**src/hw/rtl/lrgc_pkg.sv**
```systemverilog
package lrgc_pkg;

  localparam int INDEX_BITS    = 17;
  localparam int RADIUS_BITS   = 18;
  localparam int HEIGHT_BITS   = 16;
  localparam int CFG_DATA_BITS = 18;

  typedef enum logic [1:0] {
    VERDICT_REMOVED    = 2'd0,
    VERDICT_GROUND     = 2'd1,
    VERDICT_NOT_GROUND = 2'd2
  } verdict_t;

  typedef enum logic [2:0] {
    REG_MOUNT_HEIGHT      = 3'd0,
    REG_TAN_GENERAL_SLOPE = 3'd1,
    REG_TAN_LOCAL_SLOPE   = 3'd2,
    REG_RADIAL_STEP       = 3'd3,
    REG_MIN_HEIGHT_LIMIT  = 3'd4,
    REG_CLIP_HEIGHT       = 3'd5,
    REG_MIN_DISTANCE      = 3'd6,
    REG_RECLASS_DISTANCE  = 3'd7
  } cfg_reg_t;

  typedef struct packed {
    logic [RADIUS_BITS-1:0]        radius_mm;
    logic signed [HEIGHT_BITS-1:0] height_mm;
    logic                          sector_start;
    logic [INDEX_BITS-1:0]         point_index;
  } point_t;

  typedef struct packed {
    logic [INDEX_BITS-1:0] point_index_out;
    verdict_t              verdict;
  } result_t;

  typedef struct packed {
    logic [12:0]                   mount_height;
    logic [15:0]                   tan_general_slope;
    logic [15:0]                   tan_local_slope;
    logic [15:0]                   radial_step;
    logic [15:0]                   min_height_limit;
    logic signed [HEIGHT_BITS-1:0] clip_height;
    logic [RADIUS_BITS-1:0]        min_distance;
    logic [RADIUS_BITS-1:0]        reclass_distance;
  } cfg_t;

  typedef struct packed {
    logic [RADIUS_BITS-1:0]        radius;
    logic signed [HEIGHT_BITS-1:0] height;
    logic                          ground;
  } hist_t;

  localparam cfg_t CFG_RESET = '{
    mount_height:      13'd2680,
    tan_general_slope: 16'd3434,
    tan_local_slope:   16'd5734,
    radial_step:       16'd10,
    min_height_limit:  16'd350,
    clip_height:       16'sd300,
    min_distance:      18'd1850,
    reclass_distance:  18'd175
  };

  // History at sector start: height at minus the mount height, no radius, not ground.
  function automatic hist_t hist_clear(input logic [12:0] mount_height);
    hist_t h;
    h.radius = '0;
    h.height = HEIGHT_BITS'(-$signed({3'b000, mount_height}));
    h.ground = 1'b0;
    return h;
  endfunction

endpackage

```
**src/hw/rtl/lidar_ray_ground_classifier.sv**
```systemverilog
// Channel | Signals                        | Direction | Transfer when
// in      | in_valid, in_stall, in_data    | in        | in_valid && !in_stall
// out     | out_valid, out_stall, out_data | out       | out_valid && !out_stall
// cfg     | cfg_valid, cfg_ready, cfg_index, cfg_data | in | cfg_valid && cfg_ready
//
// One point per cycle unless out_stall holds; each point passes in_reg, then out_reg.
// The limit is the history loop: radius, height and ground mark feed the next point.
// Reset (rst, synchronous) empties both stages, restores register defaults and clears history.
// out_stall holds the output register; the input register backs up behind it and in_stall rises.
module lidar_ray_ground_classifier (
  input  logic                                 clk,
  input  logic                                 rst,
  input  logic                                 in_valid,
  output logic                                 in_stall,
  input  lrgc_pkg::point_t                     in_data,
  output logic                                 out_valid,
  input  logic                                 out_stall,
  output lrgc_pkg::result_t                    out_data,
  input  logic                                 cfg_valid,
  output logic                                 cfg_ready,
  input  lrgc_pkg::cfg_reg_t                   cfg_index,
  input  logic [lrgc_pkg::CFG_DATA_BITS-1:0]   cfg_data
);
  import lrgc_pkg::*;

  cfg_t     cfg;
  hist_t    hist;
  hist_t    hist_next;
  point_t   in_reg;
  logic     in_vld;
  result_t  out_reg;
  logic     out_vld;
  verdict_t verdict;
  logic     adv;

  lrgc_classify u_classify (
    .point     (in_reg),
    .hist      (hist),
    .cfg       (cfg),
    .verdict   (verdict),
    .hist_next (hist_next)
  );

  assign adv       = in_vld && (!out_vld || !out_stall);
  assign in_stall  = in_vld && !adv;
  assign out_valid = out_vld;
  assign out_data  = out_reg;
  assign cfg_ready = 1'b1;

  always_ff @(posedge clk) begin
    if (rst) begin
      cfg <= CFG_RESET;
    end else if (cfg_valid) begin
      case (cfg_index)
        REG_MOUNT_HEIGHT:      cfg.mount_height      <= cfg_data[12:0];
        REG_TAN_GENERAL_SLOPE: cfg.tan_general_slope <= cfg_data[15:0];
        REG_TAN_LOCAL_SLOPE:   cfg.tan_local_slope   <= cfg_data[15:0];
        REG_RADIAL_STEP:       cfg.radial_step       <= cfg_data[15:0];
        REG_MIN_HEIGHT_LIMIT:  cfg.min_height_limit  <= cfg_data[15:0];
        REG_CLIP_HEIGHT:       cfg.clip_height       <= $signed(cfg_data[15:0]);
        REG_MIN_DISTANCE:      cfg.min_distance      <= cfg_data[17:0];
        REG_RECLASS_DISTANCE:  cfg.reclass_distance  <= cfg_data[17:0];
        default: ;
      endcase
    end
  end

  always_ff @(posedge clk) begin
    if (rst) begin
      in_vld  <= 1'b0;
      out_vld <= 1'b0;
      hist    <= hist_clear(CFG_RESET.mount_height);
    end else begin
      if (!in_stall) begin
        in_vld <= in_valid;
      end
      if (adv) begin
        out_vld <= 1'b1;
        hist    <= hist_next;
      end else if (!out_stall) begin
        out_vld <= 1'b0;
      end
    end
  end

  always_ff @(posedge clk) begin
    if (!in_stall) begin
      in_reg <= in_data;
    end
    if (adv) begin
      out_reg.point_index_out <= in_reg.point_index;
      out_reg.verdict         <= verdict;
    end
  end

endmodule

```
**src/hw/rtl/lrgc_classify.sv**
```systemverilog
module lrgc_classify (
  input  lrgc_pkg::point_t   point,
  input  lrgc_pkg::hist_t    hist,
  input  lrgc_pkg::cfg_t     cfg,
  output lrgc_pkg::verdict_t verdict,
  output lrgc_pkg::hist_t    hist_next
);
  import lrgc_pkg::*;

  hist_t              prev;
  logic               removed;
  logic signed [18:0] gap;
  logic signed [19:0] gap_x;
  logic signed [35:0] thr_raw;
  logic signed [35:0] thr;
  logic signed [35:0] gthr;
  logic signed [35:0] minq;
  logic signed [16:0] dl;
  logic signed [16:0] ds;
  logic signed [37:0] dlq;
  logic signed [37:0] dsq;
  logic               in_local;
  logic               in_general;
  logic               in_reclass;
  logic               ground;

  function automatic logic in_window(input logic signed [37:0] dq,
                                     input logic signed [35:0] t);
    logic signed [37:0] tx;
    tx = {{2{t[35]}}, t};
    return (dq <= tx) && (dq >= -tx);
  endfunction

  always_comb begin
    prev    = point.sector_start ? hist_clear(cfg.mount_height) : hist;
    removed = (point.height_mm > cfg.clip_height) || (point.radius_mm < cfg.min_distance);

    gap     = $signed({1'b0, point.radius_mm}) - $signed({1'b0, prev.radius});
    gap_x   = {gap[18], gap};
    thr_raw = $signed({1'b0, cfg.tan_local_slope}) * gap;
    gthr    = $signed({1'b0, cfg.tan_general_slope}) * $signed({1'b0, point.radius_mm});
    minq    = $signed({4'b0000, cfg.min_height_limit, 16'h0000});

    // Raise the local threshold to the floor once the step is wide enough.
    if (gap_x > $signed({4'b0000, cfg.radial_step}) && thr_raw < minq) begin
      thr = minq;
    end else begin
      thr = thr_raw;
    end

    dl  = {point.height_mm[15], point.height_mm} - {prev.height[15], prev.height};
    ds  = {point.height_mm[15], point.height_mm} + $signed({4'b0000, cfg.mount_height});
    dlq = {{5{dl[16]}}, dl, 16'h0000};
    dsq = {{5{ds[16]}}, ds, 16'h0000};

    in_local   = in_window(dlq, thr);
    in_general = in_window(dsq, gthr);
    in_reclass = (gap_x > $signed({2'b00, cfg.reclass_distance})) && in_window(dsq, thr);

    if (in_local) begin
      ground = prev.ground || in_general;
    end else begin
      ground = in_reclass;
    end

    if (removed) begin
      verdict   = VERDICT_REMOVED;
      hist_next = prev;
    end else begin
      verdict          = ground ? VERDICT_GROUND : VERDICT_NOT_GROUND;
      hist_next.radius = point.radius_mm;
      hist_next.height = point.height_mm;
      hist_next.ground = ground;
    end
  end

endmodule

```
**config.mk**
```make
export PLATFORM = sky130hd
export DESIGN_NAME = lidar_ray_ground_classifier
export DESIGN_NICKNAME = d
export VERILOG_FILES = /design/src/hw/rtl/lrgc_pkg.sv /design/src/hw/rtl/lidar_ray_ground_classifier.sv /design/src/hw/rtl/lrgc_classify.sv
export SDC_FILE = /design/constraint.sdc
export NUM_CORES = 2
export LEC_CHECK = 0
export BUFFER_PORTS_ARGS = -buffer_cell sky130_fd_sc_hd__buf_2
export CORE_MARGIN = 2
export CORE_UTILIZATION = 46
export CTS_CLUSTER_DIAMETER = 120
export DETAILED_ROUTE_END_ITERATION = 10
export PLACE_DENSITY = 0.63
export SYNTH_ARGS = -nofsm -noshare
export SYNTH_HDL_FRONTEND = slang
export SYNTH_SLANG_ARGS = --single-unit
```
**constraint.sdc**
```tcl
create_clock -name clk -period 32.9 [get_ports clk]
set_clock_uncertainty 0.15 [all_clocks]
set_input_delay 6.58 -clock clk [delete_from_list [all_inputs] [get_ports clk]]
set_output_delay 6.58 -clock clk [all_outputs]
set_load 0.01 [all_outputs]
```
Word level (Yosys, flattened, before mapping)
Index checks and enable logic that the tools add are counted.
- output and inout bits: 22
- flip-flop bits (word level): 237
- input port bits: 78
- logic and storage cells: 75
- mux-type cells: 7
- magnitude comparators: 11
- multiply operators: 2
- eq/ne operators: 8
- $add $sub $neg: 6
- reduce and logical (&&, ||, !) cells: 22
- operators by type and width (kind ; number):
    $ge A33 B38 Y1 ; 3
    $neg A36 Y38 ; 2
    $le A33 B36 Y1 ; 2
    $mux W35 ; 2
    $lt A36 B33 Y1 ; 1
    $mul A17 B19 Y36 ; 1
    $mux W36 ; 1
    $le A33 B35 Y1 ; 1
    $mul A16 B18 Y34 ; 1
    $gt A19 B17 Y1 ; 1
    $gt A19 B19 Y1 ; 1
    $sub A18 B18 Y19 ; 1
    $lt A18 B18 Y1 ; 1
    $add A16 B14 Y17 ; 1
    $sub A16 B16 Y17 ; 1
    $gt A16 B16 Y1 ; 1
    $neg A13 Y16 ; 1
    $reduce_and A2 Y1 ; 8
    $eq A3 B3 Y1 const B ; 4
    $logic_and A1 B1 Y1 ; 7
    $eq A3 B2 Y1 const B ; 2
    $eq A3 B1 Y1 const B ; 1
    $logic_not A1 Y1 ; 3
    $logic_not A3 Y1 ; 1
    other kinds (4) ; 8

Longest topological paths before layout
- depth in word-level cells: 13
- depth in mapped cells: 67
- depth with buffers taken out: 61

By module
A second synthesis with hierarchy kept.
- cells, all modules: 4408
- area, all modules: 39110.0 um^2
- modules (own cells, without submodules) (module ; instances ; cells an instance ; area an instance (um^2) ; seq. area each (um^2)):
    lrgc_classify ; 1 ; 3708 ; 30361.6 ; 0.0
    lidar_ray_ground_classifier ; 1 ; 700 ; 8748.4 ; 5455.2

Least setup slack after synthesis
No wires, ideal clock.
- path type: input-to-output
- start: input port out_stall
- end: output port in_stall
- stages on the path: 2
- data required time: 26.170 ns
- slack: 17.878 ns
- data arrival time: 8.292 ns
- cells stage by stage: nand3_1 inv_1
- word-level cells in the longest chain between the ends: 5
- ends and longest elaborated chain (element ; RTL line ; source):
    from (decl) ; lidar_ray_ground_classifier.sv:17 ; input logic out_stall,
    $logic_not A1 Y1 ; - ;
    $logic_or A1 B1 Y1 ; lidar_ray_ground_classifier.sv:44 ; assign adv = in_vld && (!out_vld || !out_stall);
    $logic_and A1 B1 Y1 ; lidar_ray_ground_classifier.sv:44 ;
    $logic_not A1 Y1 ; lidar_ray_ground_classifier.sv:45 ; assign in_stall = in_vld && !adv;
    $logic_and A1 B1 Y1 ; lidar_ray_ground_classifier.sv:45 ;
    to (decl) ; lidar_ray_ground_classifier.sv:14 ; output logic in_stall,
No other way between the ends.

Worst setup path in the final report
- start: register in_reg[17] (netlist bit)
- end: register out_reg, in the netlist out_data[1], data pin
- word-level cells in the longest chain between the ends: 12
- ends and longest elaborated chain (element ; RTL line ; source):
    from (decl) ; lidar_ray_ground_classifier.sv:29 ; point_t in_reg;
    from (signal assigned) ; lidar_ray_ground_classifier.sv:88 ; in_reg <= in_data;
    $mux W35 (*) ; lrgc_classify.sv:35 ; prev = point.sector_start ? hist_clear(cfg.mount_height) : hist;
    $sub A18 B18 Y19 ; lrgc_classify.sv:38 ; gap = $signed({1'b0, point.radius_mm}) - $signed({1'b0, prev.radius});
    $mul A17 B19 Y36 ; lrgc_classify.sv:40 ; thr_raw = $signed({1'b0, cfg.tan_local_slope}) * gap;
    $lt A36 B33 Y1 ; lrgc_classify.sv:45 ; if (gap_x > $signed({4'b0000, cfg.radial_step}) && thr_raw < minq) begin
    $logic_and A1 B1 Y1 ; lrgc_classify.sv:45 ;
    $mux W36 ; lrgc_classify.sv:45 ;
    $neg A36 Y38 ; lrgc_classify.sv:31 ; return (dq <= tx) && (dq >= -tx);
    $ge A33 B38 Y1 ; lrgc_classify.sv:31 ;
    $logic_and A1 B1 Y1 ; lrgc_classify.sv:31 ;
    $logic_and A1 B1 Y1 ; lrgc_classify.sv:58 ; in_reclass = (gap_x > $signed({2'b00, cfg.reclass_distance})) && in_window(dsq, thr);
    $mux W1 (*) ; lrgc_classify.sv:60 ; if (in_local) begin
    $mux W2 (*) ; lrgc_classify.sv:70 ; verdict = ground ? VERDICT_GROUND : VERDICT_NOT_GROUND;
    to (decl) ; lidar_ray_ground_classifier.sv:31 ; result_t out_reg;
Mark *: on every way between the ends. The rest lies on a longest branch, timed or not.
A chain may end at the register's enable or synchronous reset.

==> flow_metrics.py <==
metrics = {
    "clock_network": {
        "cts_made_buffers": 27,
        "htree_levels": 1,
        "clkLatencyLatePin_ps": 580,
        "clkTransAtPathRegs_ps": 60,
        "cts_resized": 0,
        "cts_tree": "built",
        "post_cts_buffers": 0,
        "cts-root-buf": "clkbuf_16",
        "clock_sinks": 237,
        "cts_max_path_buffers": 3,
        "ctsHoldBuffers": 0,
    },
    "logic_synthesis": {
        "synthFlopType": "dfxtp_1",
        "synth_top_area_share_pct": 27.96,
        "syn-cell-area_um2": 38090,
        "synth_cells": 4492,
        "synthArstFlopShare_pct": 0,
        "syn_nets": 5552,
        "yosysMostFrequentCell": "inv_1",
        "synth_edf_count": 71,
        "yosysWarnings": 0,
        "ys_ff_latch": 237,
        "synth_top_cell_by_area": "fa_1",
        "syn_area_per_cell_um2": 8.480,
        "seq_area_frac_synth_pct": 14.32,
        "synth.distinct_cells": 88,
        "synth_common_cells": "inv_1, nand2_1, fa_1, ha_1, a21oi_1",
        "synth_area_leaders": "fa_1, ha_1, dfxtp_1, inv_1, nand2_1",
    },
    "critical_path": {
        "cp.arrival_ps": 15240,
        "startpoint_type": "register",
        "r2r-start": "in_reg[17]",
        "worstPathRequired_ps": 33090,
        "slowest_delay_ps": 630,
        "r2r_slack_ps": 17840,
        "worst-path-max-fanout": 39,
        "path_common_cell": "fa_1",
        "r2r_end": "out_data[1]",
        "worstSetupPathType": "reg -> reg",
        "endpoint_kind": "register",
        "critPathSlowestCell": "nor3_1",
        "rr_worst_depth": 57,
    },
    "min_path": {
        "whs_endpoint": "out_data[13]",
        "holdCritPathClass": "reg -> reg",
        "min_path_cells": 0,
        "worstHoldStart": "in_reg[11]",
    },
    "sta": {
        "fmax_mhz": 66.42,
        "setup_tns_ps": 0,
        "rsz0062_at_grt": "no",
        "setup_violations": 0,
        "layout_worst_path_cycle_share_pct": 45.76,
        "tightestPinTransition_ps": 1262,
        "slew_headroom_pct": 15.54,
        "maxSlewViolCount": 0,
        "hold_viol_final": 0,
        "fin_crit_ps": 15060,
    },
    "floorplanning": {
        "dieArea_um2": 85120,
        "die_h_um": 291.8,
        "io_pins": 100,
        "initial_utilization_pct": 46.46,
        "fp.coreArea_um2": 81980,
        "placementRows": 105,
        "die_w_um": 291.8,
    },
    "placement": {
        "port_buffers": 98,
        "gp_congestion": 0.9106,
        "postPlaceCellArea_um2": 39730,
        "hpwlAfterDp_um": 83730,
    },
    "route": {
        "wirelength_um": 107900,
        "drt-initial-drc-count": 2209,
        "drc": 0,
        "postRouteAntennaNets": 0,
        "num_vias": 30646,
        "vias_per_cell": 5.488,
        "wl_per_cell_um": 19.33,
        "first_pass_iters": 6,
    },
    "cells_and_area": {
        "nFillCells": 8015,
        "design_area_um2": 40680,
        "area_growth_pct": 6.806,
        "multiInputGateArea_um2": 28990,
        "fin_util_pct": 49.63,
        "diodes": 0,
        "layout-drive-gt1-share_pct": 5.516,
        "largest_register_ffs": 129,
        "nNetsFinal": 5553,
        "ff_latch_area_um2": 5455,
    },
    "run": {
        "cap_violations": 0,
    },
    "global_routing": {
        "track_usage_pct": 25.65,
        "grt_max_degree": 91,
        "grt_pass1_vias": 30866,
        "antenna_found_initial": 6,
        "grt_pass1_wl_um": 171800,
        "overflow": 0,
    },
    "status": {
        "status": "complete, no violations",
    },
}
[through the flow]
| stage | std cells | hold slack (ps) | worst slack, ps |
|---|---|---|---|
| floorplan | 4492 | 250.3 | 17880 |
| global placement | 5534 | 250.9 | 18350 |
| detailed placement | 5534 | 254.5 | 18090 |
| CTS | 5584 | 265.4 | 18000 |
| global route | 5584 | 273.8 | 16760 |
| finish | 5584 | 263.1 | 17840 |
[cells in the final DEF (no fill, tap or decap), drive strengths merged, types with 65 or more instances in the layout]
cell      n
buf     165
edfxtp   71
and2    233
nor2    147
ha      450
nand2   724
a21o     83
inv     791
xnor2    83
dfxtp   166
a21oi   251
fa      532
o21ai   102
nand2b   65
[kinds of logic after synthesis]
| logic type | synth area share, % |
|---|---|
| flip-flops | 14.32 |
| adder cells (fa/ha/maj) | 42.74 |
| XOR/XNOR | 2.963 |
| buffers and inverters | 9.733 |
| other | 0.009845 |
| AND/OR/NAND/NOR | 18.35 |
| multiplexers | 0.6175 |
| AO/OA/AOI/OAI | 11.27 |
[critical path: cells and delay by family (launching register included)]
| kind | cells | cell delay (ps) |
|---|---|---|
| fa+ha+maj | 11 | 4910 |
| simple gates | 19 | 4210 |
| compound gates | 16 | 3540 |
| buf+inv | 8 | 1140 |
| flops | 1 | 350 |
| xor+xnor | 2 | 270 |
| mux | 1 | 170 |
[cell type report]
| class | instances | area share [%] |
|---|---|---|
| multi-input cells | 3275 | 71.26 |
| clock buffers | 31 | 1.799 |
| clock inverters | 19 | 0.5351 |
| inverters | 787 | 7.261 |
| flip-flops and latches | 237 | 13.41 |
| repair buffers | 165 | 2.448 |
| well taps | 1070 | 3.291 |
[metal layers]
metal / wire [um] / track usage [%] / vias to the layer above
met5: 73 / 0 / -
met4: 3908 / 8.801 / 12
met3: 6818 / 3.380 / 206
met2: 51500 / 43.04 / 933
met1: 45650 / 34.10 / 15097
li1: - / - / 14398
[how the worst max path moves through the flow]
stage	start	endpoint	slack, ps	cells past startpoint
finish	in_reg[17]	out_data[1]	17840	57
global route	in_reg[17]	out_data[1]	16760	62
CTS	in_reg[17]	out_data[1]	18000	62
detailed placement	in_reg[17]	out_data[1]	18090	62
global placement	in_reg[17]	out_data[1]	18350	62
floorplan	out_stall	in_stall	17880	2
Power is not shown: default switching activity piles up to over one toggle a cycle in this logic, so the estimate is an artifact.
